<file path="config.mk">
export PLATFORM = sky130hd
export DESIGN_NAME = lru_keyed_sensor_table_core_flat
export DESIGN_NICKNAME = d
export VERILOG_FILES = /design/src/sv/lkst_pkg.sv /design/src/sv/lkst_if.sv /design/src/sv/lru_keyed_sensor_table_core.sv /design/src/sv/lkst_store.sv /design/src/sv/lkst_sel.sv /design/src/flat_wrapper.sv
export SDC_FILE = /design/constraint.sdc
export NUM_CORES = 2
export LEC_CHECK = 0
export CAP_MARGIN = 20
export CORE_MARGIN = 2
export CORE_UTILIZATION = 50
export CTS_CLUSTER_DIAMETER = 30
export DETAILED_ROUTE_END_ITERATION = 7
export DONT_BUFFER_PORTS = 1
export GPL_TIMING_DRIVEN = 0
export HOLD_SLACK_MARGIN = 0.02
export SYNTH_ARGS = -nofsm -noshare
export SYNTH_HDL_FRONTEND = slang
export SYNTH_HIERARCHICAL = 1
export SYNTH_SLANG_ARGS = --single-unit
</file>
<file path="constraint.sdc">
create_clock -name i_clk -period 16.5 [get_ports i_clk]
set_input_delay 0.825 -clock i_clk [delete_from_list [all_inputs] [get_ports i_clk]]
set_output_delay 0.825 -clock i_clk [all_outputs]
set_load 0.01 [all_outputs]
</file>
<file path="src/sv/lkst_pkg.sv">
package lkst_pkg;

    localparam int SLOTS  = 8;
    localparam int SLOT_W = (SLOTS > 1) ? $clog2(SLOTS) : 1;
    localparam int CNT_W  = $clog2(SLOTS + 1);

    localparam logic ACT_UPSERT = 1'b0;
    localparam logic ACT_READ   = 1'b1;

    typedef struct packed {
        logic               action;
        logic [31:0]        now_tick;
        logic [7:0]         protocol_code;
        logic [31:0]        sensor_id;
        logic [7:0]         channel_code;
        logic signed [15:0] temperature;
        logic [7:0]         humidity;
        logic [1:0]         battery;
        logic [2:0]         read_slot;
    } t_in_item;

    typedef struct packed {
        logic [2:0]         slot_index;
        logic               key_hit;
        logic               evicted;
        logic [3:0]         fill_count;
        logic               slot_valid;
        logic [7:0]         out_protocol;
        logic [31:0]        out_sensor_id;
        logic [7:0]         out_channel;
        logic signed [15:0] out_temperature;
        logic [7:0]         out_humidity;
        logic [1:0]         out_battery;
        logic [31:0]        age_ticks;
    } t_out_item;

    typedef struct packed {
        logic [7:0]  protocol;
        logic [31:0] sensor_id;
        logic [7:0]  channel;
    } t_key;

    typedef struct packed {
        logic signed [15:0] temperature;
        logic [7:0]         humidity;
        logic [1:0]         battery;
    } t_payload;

    typedef struct packed {
        t_key        key;
        t_payload    payload;
        logic [31:0] seen_tick;
    } t_entry;

    typedef struct packed {
        logic              we;
        logic [SLOT_W-1:0] waddr;
        t_entry            wdata;
        logic              re;
        logic [SLOT_W-1:0] raddr;
    } t_mem_req;

    typedef struct packed {
        logic              step;
        logic [SLOT_W-1:0] idx;
        logic              ent_valid;
        t_key              key;
    } t_sel_ctl;

    typedef struct packed {
        logic              hit;
        logic [SLOT_W-1:0] hit_idx;
        logic [SLOT_W-1:0] lru_idx;
    } t_sel_res;

endpackage

</file>
<file path="src/sv/lkst_if.sv">
interface lkst_in_if;
    import lkst_pkg::*;
    logic     valid;
    logic     ready;
    t_in_item data;
    modport source (output valid, output data, input ready);
    modport sink   (input valid, input data, output ready);
endinterface

interface lkst_out_if;
    import lkst_pkg::*;
    logic      valid;
    logic      ready;
    t_out_item data;
    modport source (output valid, output data, input ready);
    modport sink   (input valid, input data, output ready);
endinterface

</file>
<file path="src/sv/lru_keyed_sensor_table_core.sv">
// Channel  Dir  Handshake      Item
// i_in     in   valid/ready    t_in_item  (upsert or slot read)
// o_out    out  valid/ready    t_out_item (one per input item)
//
// Upsert: accept, one entry read per cycle through the table memory's single
// read port, then write-back; read: accept, then read return.
// Valid bits and fill count are flip-flops cleared by the synchronous reset;
// the memory needs no clearing.
// One item at a time; the result sits in an output register, so a stalled
// o_out holds off only the final cycle (write-back or read return) of the next item.
module lru_keyed_sensor_table_core
    import lkst_pkg::*;
(
    input  logic       i_clk,
    input  logic       i_rst_n,
    lkst_in_if.sink    i_in,
    lkst_out_if.source o_out
);

    localparam logic [1:0] S_IDLE  = 2'd0;
    localparam logic [1:0] S_SCAN  = 2'd1;
    localparam logic [1:0] S_WRITE = 2'd2;
    localparam logic [1:0] S_READ  = 2'd3;

    logic [1:0]        r_state, n_state;
    t_in_item          r_item;
    logic [SLOT_W-1:0] r_idx;
    logic [SLOTS-1:0]  r_valid;
    logic [CNT_W-1:0]  r_count;
    t_out_item         r_out;
    logic              r_out_vld;

    logic              accept;
    logic              out_free;
    logic              last_idx;
    t_mem_req          mem_req;
    t_entry            rd_data;
    t_sel_ctl          sel_ctl;
    t_sel_res          sel_res;
    t_key              item_key;
    t_payload          item_pay;
    logic              any_free;
    logic [SLOT_W-1:0] free_idx;
    logic [SLOT_W-1:0] up_slot;
    logic              up_was_valid;
    logic [CNT_W-1:0]  up_count;
    logic [SLOT_W-1:0] rd_addr;
    logic              rd_ok;
    t_out_item         up_out;
    t_out_item         rd_out;

    assign accept   = i_in.valid && i_in.ready;
    assign out_free = !r_out_vld || o_out.ready;
    assign last_idx = (r_idx == SLOT_W'(SLOTS - 1));

    assign item_key.protocol     = r_item.protocol_code;
    assign item_key.sensor_id    = r_item.sensor_id;
    assign item_key.channel      = r_item.channel_code;
    assign item_pay.temperature  = r_item.temperature;
    assign item_pay.humidity     = r_item.humidity;
    assign item_pay.battery      = r_item.battery;

    // lowest free slot
    always_comb begin
        free_idx = '0;
        for (int i = SLOTS - 1; i >= 0; i--) begin
            if (!r_valid[i]) begin
                free_idx = SLOT_W'(i);
            end
        end
    end
    assign any_free = ~&r_valid;

    always_comb begin
        priority if (sel_res.hit) begin
            up_slot = sel_res.hit_idx;
        end else if (any_free) begin
            up_slot = free_idx;
        end else begin
            up_slot = sel_res.lru_idx;
        end
    end

    assign up_was_valid = r_valid[up_slot];
    assign up_count     = (!up_was_valid && (r_count < CNT_W'(SLOTS))) ?
                          r_count + CNT_W'(1) : r_count;

    assign rd_addr = SLOT_W'(r_item.read_slot);
    assign rd_ok   = (int'(r_item.read_slot) < SLOTS) && r_valid[rd_addr];

    always_comb begin
        up_out                 = '0;
        up_out.slot_index      = 3'(up_slot);
        up_out.key_hit         = sel_res.hit;
        up_out.evicted         = up_was_valid && !sel_res.hit;
        up_out.fill_count      = 4'(up_count);
        up_out.slot_valid      = 1'b1;
        up_out.out_protocol    = r_item.protocol_code;
        up_out.out_sensor_id   = r_item.sensor_id;
        up_out.out_channel     = r_item.channel_code;
        up_out.out_temperature = r_item.temperature;
        up_out.out_humidity    = r_item.humidity;
        up_out.out_battery     = r_item.battery;
        up_out.age_ticks       = '0;
    end

    always_comb begin
        rd_out              = '0;
        rd_out.slot_index   = r_item.read_slot;
        rd_out.fill_count   = 4'(r_count);
        if (rd_ok) begin
            rd_out.slot_valid      = 1'b1;
            rd_out.out_protocol    = rd_data.key.protocol;
            rd_out.out_sensor_id   = rd_data.key.sensor_id;
            rd_out.out_channel     = rd_data.key.channel;
            rd_out.out_temperature = rd_data.payload.temperature;
            rd_out.out_humidity    = rd_data.payload.humidity;
            rd_out.out_battery     = rd_data.payload.battery;
            rd_out.age_ticks       = r_item.now_tick - rd_data.seen_tick;
        end
    end

    always_comb begin
        mem_req                 = '0;
        mem_req.we              = (r_state == S_WRITE) && out_free;
        mem_req.waddr           = up_slot;
        mem_req.wdata.key       = item_key;
        mem_req.wdata.payload   = item_pay;
        mem_req.wdata.seen_tick = r_item.now_tick;
        if (accept) begin
            mem_req.re    = 1'b1;
            mem_req.raddr = (i_in.data.action == ACT_READ) ?
                            SLOT_W'(i_in.data.read_slot) : '0;
        end else if (r_state == S_SCAN && !last_idx) begin
            mem_req.re    = 1'b1;
            mem_req.raddr = r_idx + SLOT_W'(1);
        end
    end

    assign sel_ctl.step      = (r_state == S_SCAN);
    assign sel_ctl.idx       = r_idx;
    assign sel_ctl.ent_valid = r_valid[r_idx];
    assign sel_ctl.key       = item_key;

    lkst_store u_store (
        .i_clk     (i_clk),
        .i_req     (mem_req),
        .o_rd_data (rd_data)
    );

    lkst_sel u_sel (
        .i_clk   (i_clk),
        .i_rst_n (i_rst_n),
        .i_ctl   (sel_ctl),
        .i_entry (rd_data),
        .o_sel   (sel_res)
    );

    always_comb begin
        n_state = r_state;
        unique case (r_state)
            S_IDLE: begin
                if (accept) begin
                    n_state = (i_in.data.action == ACT_READ) ? S_READ : S_SCAN;
                end
            end
            S_SCAN: begin
                if (last_idx) begin
                    n_state = S_WRITE;
                end
            end
            S_WRITE: begin
                if (out_free) begin
                    n_state = S_IDLE;
                end
            end
            S_READ: begin
                if (out_free) begin
                    n_state = S_IDLE;
                end
            end
            default: n_state = S_IDLE;
        endcase
    end

    always_ff @(posedge i_clk) begin
        if (!i_rst_n) begin
            r_state   <= S_IDLE;
            r_valid   <= '0;
            r_count   <= '0;
            r_out_vld <= 1'b0;
            r_idx     <= '0;
        end else begin
            r_state <= n_state;
            if (accept) begin
                r_idx <= '0;
            end else if (r_state == S_SCAN) begin
                r_idx <= r_idx + SLOT_W'(1);
            end
            if (mem_req.we) begin
                r_valid[up_slot] <= 1'b1;
                r_count          <= up_count;
            end
            if ((r_state == S_WRITE || r_state == S_READ) && out_free) begin
                r_out_vld <= 1'b1;
            end else if (o_out.ready) begin
                r_out_vld <= 1'b0;
            end
        end
    end

    always_ff @(posedge i_clk) begin
        if (accept) begin
            r_item <= i_in.data;
        end
        if (out_free) begin
            if (r_state == S_WRITE) begin
                r_out <= up_out;
            end else if (r_state == S_READ) begin
                r_out <= rd_out;
            end
        end
    end

    assign i_in.ready  = (r_state == S_IDLE);
    assign o_out.valid = r_out_vld;
    assign o_out.data  = r_out;

`ifndef ASSERT_OFF
    a_count_matches_valid: assert property (@(posedge i_clk) disable iff (!i_rst_n)
        r_count == CNT_W'($countones(r_valid)))
        else $error("fill count differs from valid bits");

    a_busy_after_accept: assert property (@(posedge i_clk) disable iff (!i_rst_n)
        accept |=> r_state != S_IDLE)
        else $error("accepted item left no work");

    a_hit_not_evicted: assert property (@(posedge i_clk) disable iff (!i_rst_n)
        (r_out_vld && r_out.key_hit) |-> (!r_out.evicted && r_out.slot_valid))
        else $error("key hit reported with eviction or invalid slot");

    a_write_marks_valid: assert property (@(posedge i_clk) disable iff (!i_rst_n)
        mem_req.we |=> r_valid[$past(up_slot)])
        else $error("written slot not marked valid");
`endif

endmodule

</file>
<file path="src/sv/lkst_store.sv">
module lkst_store
    import lkst_pkg::*;
(
    input  logic     i_clk,
    input  t_mem_req i_req,
    output t_entry   o_rd_data
);

    t_entry r_mem [SLOTS];
    t_entry r_rd_data;

    always_ff @(posedge i_clk) begin
        if (i_req.we) begin
            r_mem[i_req.waddr] <= i_req.wdata;
        end
        if (i_req.re) begin
            r_rd_data <= r_mem[i_req.raddr];
        end
    end

    assign o_rd_data = r_rd_data;

endmodule

</file>
<file path="src/sv/lkst_sel.sv">
module lkst_sel
    import lkst_pkg::*;
(
    input  logic     i_clk,
    input  logic     i_rst_n,
    input  t_sel_ctl i_ctl,
    input  t_entry   i_entry,
    output t_sel_res o_sel
);

    logic              r_hit;
    logic [SLOT_W-1:0] r_hit_idx;
    logic [SLOT_W-1:0] r_lru_idx;
    logic [31:0]       r_lru_ls;
    logic              match;
    logic [31:0]       diff;

    assign match = i_ctl.ent_valid && (i_entry.key == i_ctl.key);
    // older than the current pick when the wrapped difference is negative
    assign diff  = i_entry.seen_tick - r_lru_ls;

    always_ff @(posedge i_clk) begin
        if (!i_rst_n) begin
            r_hit <= 1'b0;
        end else if (i_ctl.step) begin
            if (i_ctl.idx == '0) begin
                r_hit <= match;
            end else if (!r_hit && match) begin
                r_hit <= 1'b1;
            end
        end
    end

    always_ff @(posedge i_clk) begin
        if (i_ctl.step) begin
            if (i_ctl.idx == '0) begin
                r_hit_idx <= '0;
                r_lru_idx <= '0;
                r_lru_ls  <= i_entry.seen_tick;
            end else begin
                if (!r_hit && match) begin
                    r_hit_idx <= i_ctl.idx;
                end
                if (diff[31]) begin
                    r_lru_idx <= i_ctl.idx;
                    r_lru_ls  <= i_entry.seen_tick;
                end
            end
        end
    end

    assign o_sel.hit     = r_hit;
    assign o_sel.hit_idx = r_hit_idx;
    assign o_sel.lru_idx = r_lru_idx;

endmodule

</file>
<file path="src/flat_wrapper.sv">
// flat-port wrapper written by rule: the top's interface ports become plain ports
module lru_keyed_sensor_table_core_flat import lkst_pkg::*;
  (i_clk, i_rst_n, i_in_valid, i_in_data, i_in_ready, o_out_valid, o_out_data, o_out_ready);
  lkst_in_if i_in_i ();
  lkst_out_if o_out_i ();
  input  logic i_clk;
  input  logic i_rst_n;
  input wire logic [$bits(i_in_i.valid)-1:0] i_in_valid;
  input wire logic [$bits(i_in_i.data)-1:0] i_in_data;
  output wire logic [$bits(i_in_i.ready)-1:0] i_in_ready;
  output wire logic [$bits(o_out_i.valid)-1:0] o_out_valid;
  output wire logic [$bits(o_out_i.data)-1:0] o_out_data;
  input wire logic [$bits(o_out_i.ready)-1:0] o_out_ready;
  assign i_in_i.valid = i_in_valid;
  assign i_in_i.data = i_in_data;
  assign i_in_ready = i_in_i.ready;
  assign o_out_valid = o_out_i.valid;
  assign o_out_data = o_out_i.data;
  assign o_out_i.ready = o_out_ready;
  lru_keyed_sensor_table_core u_core (.i_clk(i_clk), .i_rst_n(i_rst_n), .i_in(i_in_i), .o_out(o_out_i));
endmodule
</file>
### Word level (Yosys, flattened, before mapping)

Memories as Yosys holds them, arrays and structs flattened. A register that Yosys moved wholly into a read port is not among the register bits.
Cells that the tools add are included.

* multiplexer cells: 40
* $add $sub $neg: 4
* equal/unequal tests: 8
* order comparisons: 5
* reductions and logical operators: 28
* bitwise logic cells: 2

Operators with widths (number)
* $mux W116: 2
* $mux W107: 1
* $mux W32: 2
* $sub A32 B32 Y32: 2
* $eq A48 B48 Y1: 1
* $mux W3: 13
* $lt A3 B4 Y1 const B: 3
* $mux W4: 3
* $mux W1: 10
* $bmux W1 S3: 3
* $logic_and A1 B1 Y1: 9
* $mux W2: 4
* $or A8 B8 Y8: 1
* $reduce_and A8 Y1: 1
* $reduce_bool A2 Y1: 4
* $pmux W2 S3: 1
* $reduce_and A2 Y1: 3
* $add A4 B1 Y4 const B: 1
* $eq A2 B2 Y1 const B: 2
* $logic_not A1 Y1: 4
* $lt A4 B4 Y1 const B: 1
* $ne A2 B1 Y1 const B: 2
* $reduce_or A2 Y1: 2
* $add A3 B1 Y3 const B: 1
* 10 further kinds: 11

* RAM bits: 848
* output and inout port bits: 118
* memories kept: 1
* logic and storage cells: 117
* flip-flop bits (word level): 282

Memory list
* u_core.u_store.r_mem: words 8, width 106, rd ports 1, clocked after Yosys merged registers in 1, write ports 1, RTL line lkst_store.sv:9 `t_entry r_mem [SLOTS];`

### Longest topological paths before layout

* depth in word-level cells: 16
* mapped depth: 13

### Cells and area by module

Netlist, hierarchy kept.

Modules (own cells, without submodules)
* lkst_store: cells an instance 1345, area an instance 35097.4 um2, instances 1
* lru_keyed_sensor_table_core: cells an instance 732, area an instance 10427.5 um2, instances 1
* lkst_sel: cells an instance 225, area an instance 2531.2 um2, instances 1

### Least setup slack after synthesis

Ideal clock, no wire load.

* path type: register -> register
* start point: register u_core.r_valid[1]
* end point: memory u_core/u_store/r_mem[0][0] (netlist name), enable pin
* setup slack: 7325 ps
* setup time: 701 ps
* required time: 15799 ps
* clock period less this slack: 9175 ps
* cell stages (with the launch flop): 6
* data arrival time: 8474 ps
* cell sequence: dfxtp_1 nand4_2 or3_1 a41o_1 buf_6 nor3_1

RTL lines
* start, declared: RTL line lru_keyed_sensor_table_core.sv:28 `logic [SLOTS-1:0] r_valid;`
* start signal, assigned: RTL line lru_keyed_sensor_table_core.sv:189 `r_valid <= '0;`
* start signal, assigned by index: RTL line lru_keyed_sensor_table_core.sv:201 `r_valid[up_slot] <= 1'b1;`
* end, declared: RTL line lkst_store.sv:9

==> impl_metrics.env <==
export IMPL_outcome="complete, no violations"
export IMPL_synth_seq_cells=1236
export IMPL_dpl_hpwl_um=69700
export IMPL_dieWidth_um=314
export IMPL_io_buffer_count=0
export IMPL_reg2reg_from="u_core/r_state[0]"
export IMPL_total_leakage_power_nw=19.8
export IMPL_start_util_pct=50.5
export IMPL_mappedNetlistNets=2481
export IMPL_worst_r2r_setup_slack_ns=12.42
export IMPL_powerDensity_nw_per_um2=152
export IMPL_post_route_worst_setup_slack_ns=12.42
export IMPL_max_slew_margin_rel_pct=23.1
export IMPL_transition_time_at_the_pin_with_the_least_slew_margin_ns=1.15
export IMPL_timing_rr_end="u_core/u_store/o_rd_data[40]"
export IMPL_min_path_type="in -> reg"
export IMPL_fill_cells=6596
export IMPL_core_um2=95200
export IMPL_crit_cells=9
export IMPL_post_cts_resized=0
export IMPL_final_setup_viol_count=0
export IMPL_hold_path_startpoint="i_in_data[37]"
export IMPL_critical_path_slowest_cell="sky130_fd_sc_hd__clkbuf_1"
export IMPL_power_ir_vdd_worst_v=0.0000947
export IMPL_clock_sinks=1236
export IMPL_cts_inserted_buffers=228
export IMPL_finish_net_count=2777
export IMPL_multi_input_area_um2=10400
export IMPL_pin_count_of_the_biggest_net_entering_global_routing=72
export IMPL_synth_enable_flop_cells=1217
export IMPL_post_synth_cell_area_avg_um2=20.9
export IMPL_worstPathMaxFanout=10
export IMPL_preCtsSetupSlack_ns=12.45
export IMPL_vias=23600
export IMPL_drive_gt1_share_pct=30.9
export IMPL_grt_setup_unrepaired="no"
export IMPL_postCtsHoldBufs=0
export IMPL_design_die_area_um2=98600
export IMPL_fmaxAchievable_mhz=245
export IMPL_syn_to_final_growth_pct=22.7
export IMPL_cts_htree_levels=4
export IMPL_cts_clk_slew_worst_paths_ns=0.06
export IMPL_drv_max_cap_violation_count=0
export IMPL_cts_root_to_sink_buffers=3
export IMPL_root_buffer="sky130_fd_sc_hd__clkbuf_16"
export IMPL_number_of_antenna_violations_at_the_first_check_in_global_routing=13
export IMPL_fin_crit_sh_pct=24.7
export IMPL_final_routed_wire_length_divided_by_cell_count_um=27.1
export IMPL_drt_initial_drc_count=2476
export IMPL_boundaryPins=232
export IMPL_num_rows=113
export IMPL_cpMostUsedCell="sky130_fd_sc_hd__clkbuf_1"
export IMPL_grt_pass1_wl_um=161000
export IMPL_grt_overflow_total=0
export IMPL_largest_incremental_delay_on_the_critical_path_ns=0.83
export IMPL_synth_ff_type="sky130_fd_sc_hd__edfxtp_1"
export IMPL_wirelength_um=110000
export IMPL_r2r_worst_path_cells=9
export IMPL_crit_chain="nor2b_1 -> clkbuf_1 -> nor2b_1 -> a22o_1 -> clkbuf_1 -> clkbuf_1 -> buf_2 -> mux4_2 -> mux2_2"
export IMPL_layout_commonest_cell="sky130_fd_sc_hd__edfxtp_1"
export IMPL_final_hold_viol_count=0
export IMPL_drtAntennaViolNets=0
export IMPL_total_power_mw=8.93
export IMPL_first_global_vias=24700
export IMPL_synth_async_sr_flop_share_pct=0
export IMPL_cp_arrival_ns=4.62
export IMPL_detailedRoute_firstPassIterationCount=5
export IMPL_netlist_cell_type_count=65
export IMPL_ys_seq_area_share_pct=76.8
export IMPL_cp_endpoint="u_core/u_store/o_rd_data[40]"
export IMPL_end_kind="flop"
export IMPL_skew_ns=0.0553
export IMPL_report_final_slew_viol_count=0
export IMPL_die_height_um=314
export IMPL_layout_common_cells="1217 x sky130_fd_sc_hd__edfxtp_1, 229 x sky130_fd_sc_hd__clkbuf_16, 214 x sky130_fd_sc_hd__mux4_2"
export IMPL_critical_path_class="reg -> reg"
export IMPL_regArea_um2=36900
export IMPL_path_delay_family="buffers and inverters"
export IMPL_gpl_final_weighted_congestion=0.829
export IMPL_cell_count_after_synthesis=2302
export IMPL_period_needed_ns=4.08
export IMPL_startpoint_type="flop"
export IMPL_cts_tree="yes"
export IMPL_critPathBufInv=4
export IMPL_clk_latency_ns=0.81
export IMPL_post_synth_instance_area_um2=48100
export IMPL_yosysWarningCount=6
export IMPL_drt_drc_violations_left=0
export IMPL_post_drt_via_cell_ratio=5.80
export IMPL_required_ns=17.04
export IMPL_crit_path_start="u_core/r_state[0]"
export IMPL_cts_setup_buffers=0
export IMPL_grt_usage_pct=22.7
-- flip-flops by register name, summed over array words and instances (netlist names), 4 cells and up --
name and count:
u_core/u_store/r_mem 848, u_core/item_pay 26, u_core/item_key 48, u_core/r_count 4, u_core/mem_req 32, u_core/o_out.data 116, u_core/u_store/o_rd_data 106, u_core/r_valid 8
u_core/u_sel/r_lru_ls 32
-- cell type report --
class	count	area share (%)
inverter	79	0.512
buffer	88	0.915
tap	1265	2.69
antenna	4	0.0170
clock inverter	189	3.88
multi-input combinational	899	17.6
timing repair buffer	66	1.96
sequential	1236	62.6
clock buffer	241	9.80
-- synthesized netlist by cell type, types with 25 or more instances --
master,n,area (um2)
sky130_fd_sc_hd__a21oi_1,41,205
sky130_fd_sc_hd__a22o_1,76,666
sky130_fd_sc_hd__buf_2,25,125
sky130_fd_sc_hd__clkbuf_1,37,139
sky130_fd_sc_hd__edfxtp_1,1217,36500
sky130_fd_sc_hd__ha_1,64,801
sky130_fd_sc_hd__inv_1,78,293
sky130_fd_sc_hd__mux2_2,108,1220
sky130_fd_sc_hd__mux4_2,214,4820
sky130_fd_sc_hd__nand2_1,40,150
sky130_fd_sc_hd__nor2_1,64,240
sky130_fd_sc_hd__o21ai_0,25,125
sky130_fd_sc_hd__xnor2_1,56,490
-- worst min path at each step --
stage                                           to  slack [ns]  depth (start not counted)
final                           u_core/item_key[8]        0.11                          0
after CTS                        u_core/mem_req[9]        0.05                          0
after global placement    u_core/u_sel/r_lru_ls[0]        0.47                          0
after detailed placement  u_core/u_sel/r_lru_ls[0]        0.47                          0
after floorplan           u_core/u_sel/r_lru_ls[0]        0.44                          0
after global routing             u_core/mem_req[9]        0.07                          0
-- logic make-up (layout without fill, tap and decap cells) --
kind of cell	count (synthesis)	in the layout	synth area share (%)
simple gates	211	211	2.19
other cells	0	4	0
flops	1236	1236	76.8
compound gates	220	220	3.37
mux	333	333	12.9
fa+ha+maj	65	65	1.71
xor+xnor	70	70	1.28
buf+inv	167	663	1.74
-- worst register-to-register path: stages, from the launching register on --
cell and delay, ns:
sky130_fd_sc_hd__dfxtp_1 0.38, sky130_fd_sc_hd__nor2b_1 0.15, sky130_fd_sc_hd__clkbuf_1 0.45, sky130_fd_sc_hd__nor2b_1 0.25
sky130_fd_sc_hd__a22o_1 0.24, sky130_fd_sc_hd__clkbuf_1 0.32, sky130_fd_sc_hd__clkbuf_1 0.84, sky130_fd_sc_hd__buf_2 0.53
sky130_fd_sc_hd__mux4_2 0.39, sky130_fd_sc_hd__mux2_2 0.28
-- metrics by stage --
stage	area (um2)	hold slack, ns	cells	util (%)	setup TNS (ns)
after global placement	49600	0.467	3567	52.2	-332.46
after floorplan	48100	0.445	2302	-	0
after global routing	58900	0.0689	4063	61.9	0
final	58900	0.107	4067	61.9	0
after detailed placement	50900	0.472	3633	53.5	0
after CTS	58900	0.0542	4063	61.9	0
-- power breakdown --
group | total [mW] | switching (mW) | internal [mW]
logic | 0.527 | 0.289 | 0.238
clock network | 4.74 | 1.67 | 3.06
registers | 3.67 | 0.0925 | 3.58
total | 8.93 | 2.06 | 6.88
-- routing by layer --
layer	vias to the layer above	global-route usage (%)	routed length (um)
li1	10200	-	-
met1	12400	31.5	46500
met2	873	35.9	53300
met3	164	5.38	8030
met4	4	7.06	2250
met5	-	0	32
(Power assumes the default switching activity.)
